<file path="src/sv/efp_div.sv">
// Split of an unsigned operand by a power-of-two constant into quotient and remainder.
module efp_div #(
   parameter int DW      = 16,
   parameter int DIVISOR = 64
) (
   input  logic                         clock,
   input  logic                         reset,
   input  logic                         start,
   input  logic [DW-1:0]                operand,
   output logic                         done,
   output logic [DW-1:0]                quot,
   output logic [$clog2(DIVISOR)-1:0]   rem
);

   // DIVISOR is a power of two
   localparam int RW = $clog2(DIVISOR);

   logic          done_ff;
   logic [DW-1:0] quo_ff;
   logic [RW-1:0] rem_ff;

   // Result is ready in the cycle after start
   always_ff @(posedge clock) begin
      if (reset) begin
         done_ff <= 1'b0;
      end else begin
         done_ff <= start;
      end
   end

   // Quotient is the operand shifted down, remainder its low bits
   always_ff @(posedge clock) begin
      if (start) begin
         quo_ff <= operand >> RW;
         rem_ff <= operand[RW-1:0];
      end
   end

   assign done = done_ff;
   assign quot = quo_ff;
   assign rem  = rem_ff;

endmodule

</file>
<file path="config.mk">
export PLATFORM = sky130hd
export DESIGN_NAME = efp_div
export DESIGN_NICKNAME = d
export VERILOG_FILES = /design/src/sv/efp_div.sv
export SDC_FILE = /design/constraint.sdc
export NUM_CORES = 1
export LEC_CHECK = 0
export BUFFER_PORTS_ARGS = -buffer_cell sky130_fd_sc_hd__buf_2
export CORE_MARGIN = 5
export CORE_UTILIZATION = 35
export CTS_BUF_LIST = sky130_fd_sc_hd__clkbuf_4
export DETAILED_ROUTE_END_ITERATION = 8
export PLACE_DENSITY = 0.8
export SYNTH_ARGS = -nofsm -noshare
export SYNTH_HDL_FRONTEND = slang
export SYNTH_SLANG_ARGS = --single-unit
</file>
<file path="constraint.sdc">
create_clock -name clock -period 0.8 [get_ports clock]
set_input_delay 0.04 -clock clock [delete_from_list [all_inputs] [get_ports clock]]
set_output_delay 0.04 -clock clock [all_outputs]
set_load 0.01 [all_outputs]
</file>
==> metrics.yaml, run 1 <==
global_route:
  grt_pass1_vias: 411
  antenna_found_initial: 0
  grt.overflow.total: 0
  grt_max_degree: 18
  grt_pass1_wl_um: 1738
  grt_usage: 0.09243
worst_setup_path:
  end_kind: "output port"
  critPathLaunchType: "register"
  required_ns: 0.76
  crit_arrival_ns: 0.82
  cp_slowest_cell: "edfxtp_1"
  critPathMaxStageDelay_ns: 0.39
  crit_family: "flip-flops"
  worst-path-buf-inv: 1
  critical_path_class: "reg2out"
  crit_fanout: 1
  path_cells: "buf_2"
floorplan:
  fp.dieW_um: 50.11
  rows: 14
  initial_core_util: 0.3695
  coreArea_um2: 1524
  top_level_ports: 42
  die_h_um: 50.11
  die_area_um2: 2511
min_path:
  hold_class: "in2reg"
place:
  place_ws_ns: 0.09355
  dp_cells: 75
  portBuffers: 35
  place_area_um2: 732.0
  finalWeightedCongestion: 0.6365
run:
  drv_cap: 0
sta:
  fin_crit_ns: 0.8600
  setup_viol: 16
  fmax_mhz: 1163
  rsz0062_at_grt: "yes"
  holdWs_ns: 0.1902
  period_share: 1.075
  slew_viol_final: 0
  finalHoldViolCount: 0
  fin_ws_ns: -0.05997
synth:
  syn-instance-count: 25
  synth_top_area_share: 0.8533
  synth_area_um2: 563.0
  synth_seq_cells: 17
  synth.distinct_cells: 5
  avgSynthCellArea_um2: 22.52
  synth_top_area_cell: "edfxtp_1"
  yosys-top-cells-area: "edfxtp_1 85%, buf_4 8.0%, dfxtp_1 3.6%"
  yosysSeqAreaShare: 0.8889
  yosys_warnings: 0
run_status:
  violations: "negative setup slack"
  status: "finished with violations"
clock_network:
  postCtsSetupRepairBufs: 0
  path_clk_slew_ns: 0.09
  cts_tree: "yes"
  cts_max_path_buffers: 2
  cts.htree.levels: 1
  numCtsBuffers: 3
  cts_sinks: 17
  root_buffer: "clkbuf_4"
final_layout:
  area_growth_pct: 65.56
  final_common_cell: "buf_2"
  final_cell_mix: "35 x buf_2, 17 x dlygate4sd3_1, 16 x edfxtp_1"
  design_area_um2: 932.1
  drive_above_1_share: 0.5000
  finalNonFillerCells: 96
  diodes: 0
  fin_nets: 100
power_and_ir_drop:
  p_per_area_nw_per_um2: 1888
  leakagePower_nw: 0.4196
  clkPwrFrac: 0.259
  combPwrFrac: 0.137
  internal_power_mw: 1.405
  switching_share: 0.2018
  ir_drop_v: 0.001277
  power_switching_uw: 355.2
  seq_power_share: 0.603
drt:
  drc_errors: 0
  drt_iter0_markers: 1
  drt-total-wl_um: 1152
  drt_pass1_iterations: 2
  detail-route-antenna-nets: 0
  via_per_inst: 4.042
  wl_per_cell_um: 12.00
  num_vias: 388
final timing paths:
kind	startpoint	to	slack (ns)	cells after the start
max	quot[8]	quot[8]	-0.06	1
min	start	rem[1]	0.19	1
cells in the mapped netlist (all sizes together):
cell type and number:
nor2b 1, buf 6, dfxtp 1, edfxtp 16, conb 1
cell type report:
| class | count | area (um2) |
|---|---|---|
| clock buffers | 4 | 30.03 |
| fillers | 107 | 591.8 |
| multi-input cells | 7 | 36.28 |
| flip-flops and latches | 17 | 500.5 |
| well taps | 16 | 20.02 |
| repair buffers | 52 | 345.3 |
state kept, by name, summed over array words and instances, names as in the netlist:
register and count:
done 1, rem 6, quot 10
routing by layer:
metal	wire, um	share of wire	track usage	vias to the layer above
li1	-	-	-	187
met1	367	0.32	0.08952	170
met2	565	0.49	0.1569	31
met3	219	0.19	0.05422	0
met4	0	0	0.03930	0
met5	0	0	0	-
what timing repair did:
action	CTS	global route
cloned	0	0
endpoints found under the hold margin	17	0
resized for setup	0	0
endpoints found under the setup margin	16	17
hold buffers	17	0
power by group through the flow:
| stage | sequential (mW) | combinational [mW] | clock, mW |
|---|---|---|---|
| final | 1.06 | 0.242 | 0.456 |
| after global routing | 1.07 | 0.263 | 0.527 |
| after CTS | 1.06 | 0.242 | 0.476 |
| after detailed placement | 1.08 | 0.180 | 0 |
| after global placement | 1.08 | 0.177 | 0 |
| after floorplan | 1.12 | 0.0384 | 0 |
through the flow:
| step | power (mW) | TNS [ns] | util |
|---|---|---|---|
| 3_5_place_dp | 1.262 | 0 | 0.4803 |
| 5_1_grt | 1.858 | -1.165 | 0.6117 |
| 3_3_place_gp | 1.257 | 0 | 0.4803 |
| 6_report | 1.760 | -0.4012 | 0.6117 |
| 4_1_cts | 1.781 | -0.6185 | 0.6117 |
| 2_1_floorplan | 1.163 | 0 | - |
cell families (layout without fill, tap and decap cells):
kind of cell / count (synthesis) / count (layout) / synth area share
other: 1 / 6 / 0.006660
flip-flops: 17 / 17 / 0.8889
AND/OR/NAND/NOR: 1 / 1 / 0.02444
buffers and inverters: 6 / 56 / 0.07999
No activity file was read; power rests on OpenSTA's default activity.
==> run 2, diff against run 1 <==
--- a/config.mk
+++ b/config.mk
@@ -5,10 +5,10 @@
 export SDC_FILE = /design/constraint.sdc
 export NUM_CORES = 1
 export LEC_CHECK = 0
+export ABC_CLOCK_PERIOD_IN_PS = 1000
 export BUFFER_PORTS_ARGS = -buffer_cell sky130_fd_sc_hd__buf_2
 export CORE_MARGIN = 5
 export CORE_UTILIZATION = 35
-export CTS_BUF_LIST = sky130_fd_sc_hd__clkbuf_4
 export DETAILED_ROUTE_END_ITERATION = 8
 export PLACE_DENSITY = 0.8
 export SYNTH_ARGS = -nofsm -noshare
==> constraint.sdc (replaced) <==
create_clock -name clock -period 1 [get_ports clock]
set_input_delay 0.05 -clock clock [delete_from_list [all_inputs] [get_ports clock]]
set_output_delay 0.05 -clock clock [all_outputs]
set_load 0.01 [all_outputs]
==> metrics.yaml, run 2 (synthesized netlist as in run 1, its figures left out) <==
drt:
  num_vias: 399  # was 388
  detail-route-antenna-nets: 0  # unchanged
  drt_pass1_iterations: 4  # was 2
  drt_iter0_markers: 10  # was 1
  wl_per_cell_um: 11.65  # was 12.00 um
  drt-total-wl_um: 1118  # was 1152 um
  drc_errors: 0  # unchanged
  via_per_inst: 4.156  # was 4.042
global_route:
  antenna_found_initial: 0  # unchanged
  grt.overflow.total: 0  # unchanged
  grt_max_degree: 18  # unchanged
  grt_pass1_vias: 386  # was 411
  grt_usage: 0.08882  # was 0.09243
  grt_pass1_wl_um: 1662  # was 1738 um
worst_setup_path:
  cp_slowest_cell: "edfxtp_1"  # unchanged
  path_cells: "buf_2"  # unchanged
  crit_arrival_ns: 0.83  # was 0.82 ns
  required_ns: 0.95  # was 0.76 ns
  critPathMaxStageDelay_ns: 0.40  # was 0.39 ns
  critical_path_class: "reg2out"  # unchanged
  critPathLaunchType: "register"  # unchanged
  crit_family: "flip-flops"  # unchanged
  worst-path-buf-inv: 1  # unchanged
  crit_path_start: "quot[8]"  # unchanged
  crit_fanout: 1  # unchanged
  end_kind: "output port"  # unchanged
final_layout:
  fin_nets: 100  # unchanged
  largest_reg_flops: 10  # unchanged
  final_cell_mix: "35 x buf_2, 17 x dlygate4sd3_1, 16 x edfxtp_1"  # unchanged
  final_common_cell: "buf_2"  # unchanged
  area_growth_pct: 64.89  # was 65.56%
  drive_above_1_share: 0.4875  # was 0.5000
  diodes: 0  # unchanged
clock_network:
  postCtsSetupRepairBufs: 0  # unchanged
  cts_max_path_buffers: 2  # unchanged
  cts_resized: 0  # unchanged
  cts_tree: "yes"  # unchanged
  cts_sinks: 17  # unchanged
  numCtsBuffers: 3  # unchanged
  cts.htree.levels: 1  # unchanged
  path_clk_slew_ns: 0.09  # about the same
  root_buffer: "clkbuf_4"  # unchanged
floorplan:
  die_area_um2: 2511  # unchanged
  initial_core_util: 0.3695  # unchanged
  rows: 14  # unchanged
  coreArea_um2: 1524  # unchanged
  die_h_um: 50.11  # unchanged
  fp.dieW_um: 50.11  # unchanged
  top_level_ports: 42  # unchanged
run_status:
  status: "complete, no violations"  # was finished with violations
sta:
  finalHoldViolCount: 0  # unchanged
  tns_ns: 0  # was -0.4012 ns
  setup_viol: 0  # was 16
  period_share: 0.8847
  fin_ws_ns: 0.1153  # was -0.05997 ns
  slew_viol_final: 0  # unchanged
  rsz0062_at_grt: "no"  # was yes
  fin_crit_ns: 0.8847
  fmax_mhz: 1130
power_and_ir_drop:
  p_per_area_nw_per_um2: 1498  # was 1888 nW/um2
  leakagePower_nw: 0.4161  # was 0.4196 nW
  ir_drop_v: 0.0009183  # was 0.001277 V
min_path:
  min_to: "quot[0]"  # was rem[1]
  hold_class: "in2reg"  # unchanged
  hold_start: "start"  # unchanged
  worstHoldPathCells: 1  # unchanged
place:
  finalWeightedCongestion: 0.6381  # was 0.6365
  portBuffers: 35  # unchanged
  place_ws_ns: 0.2765  # was 0.09355 ns
run:
  drv_cap: 0  # unchanged
-- run 2: through the flow --
stage                     area [um2]  std cells  power (mW)  hold slack [ns]  utilization
final                          928.4         96       1.390           0.1964       0.6092
after global routing           928.4         96       1.465           0.2034       0.6092
after CTS                      928.4         96       1.401           0.1980       0.6092
after detailed placement       732.0         75       1.009           0.2281       0.4803
after global placement         732.0         75       1.006           0.2262       0.4803
after floorplan                581.8         30      0.9301           0.1143            -
-- run 2: power by group --
| group | switching [mW] | internal (mW) | total [mW] |
|---|---|---|---|
| sequential | 0.0113 | 0.837 | 0.849 |
| combinational | 0.0880 | 0.105 | 0.193 |
| clock | 0.194 | 0.155 | 0.349 |
| total | 0.293 | 1.10 | 1.39 |
-- run 2: area by class of cell --
class	count	area, um2
clock buffer	4	26.28
multi-input combinational	7	36.28
sequential	17	500.5
timing repair buffer	52	345.3
tap	16	20.02
fill	115	595.6
-- run 2: worst max-delay path by stage --
stage	end	slack (ns)	depth (start not counted)
after floorplan	quot[0]	0.56	0
after global placement	rem[2]	0.32	1
after detailed placement	quot[4]	0.28	1
after CTS	quot[0]	0.13	1
after global routing	quot[8]	0.07	1
final	quot[8]	0.12	1
-- run 2: per-layer routing --
layer | up-vias | share of wire | global-route usage
met5 | - | 0 | 0
met4 | 0 | 0 | 0.03930
met3 | 0 | 0.18 | 0.05120
met2 | 31 | 0.50 | 0.1527
met1 | 180 | 0.31 | 0.08413
li1 | 188 | - | -
-- run 2: what timing repair did --
item,4_1_cts,5_1_grt
endpoints found under the hold margin,17,0
setup endpoints to repair,0,0
hold buffers,17,0
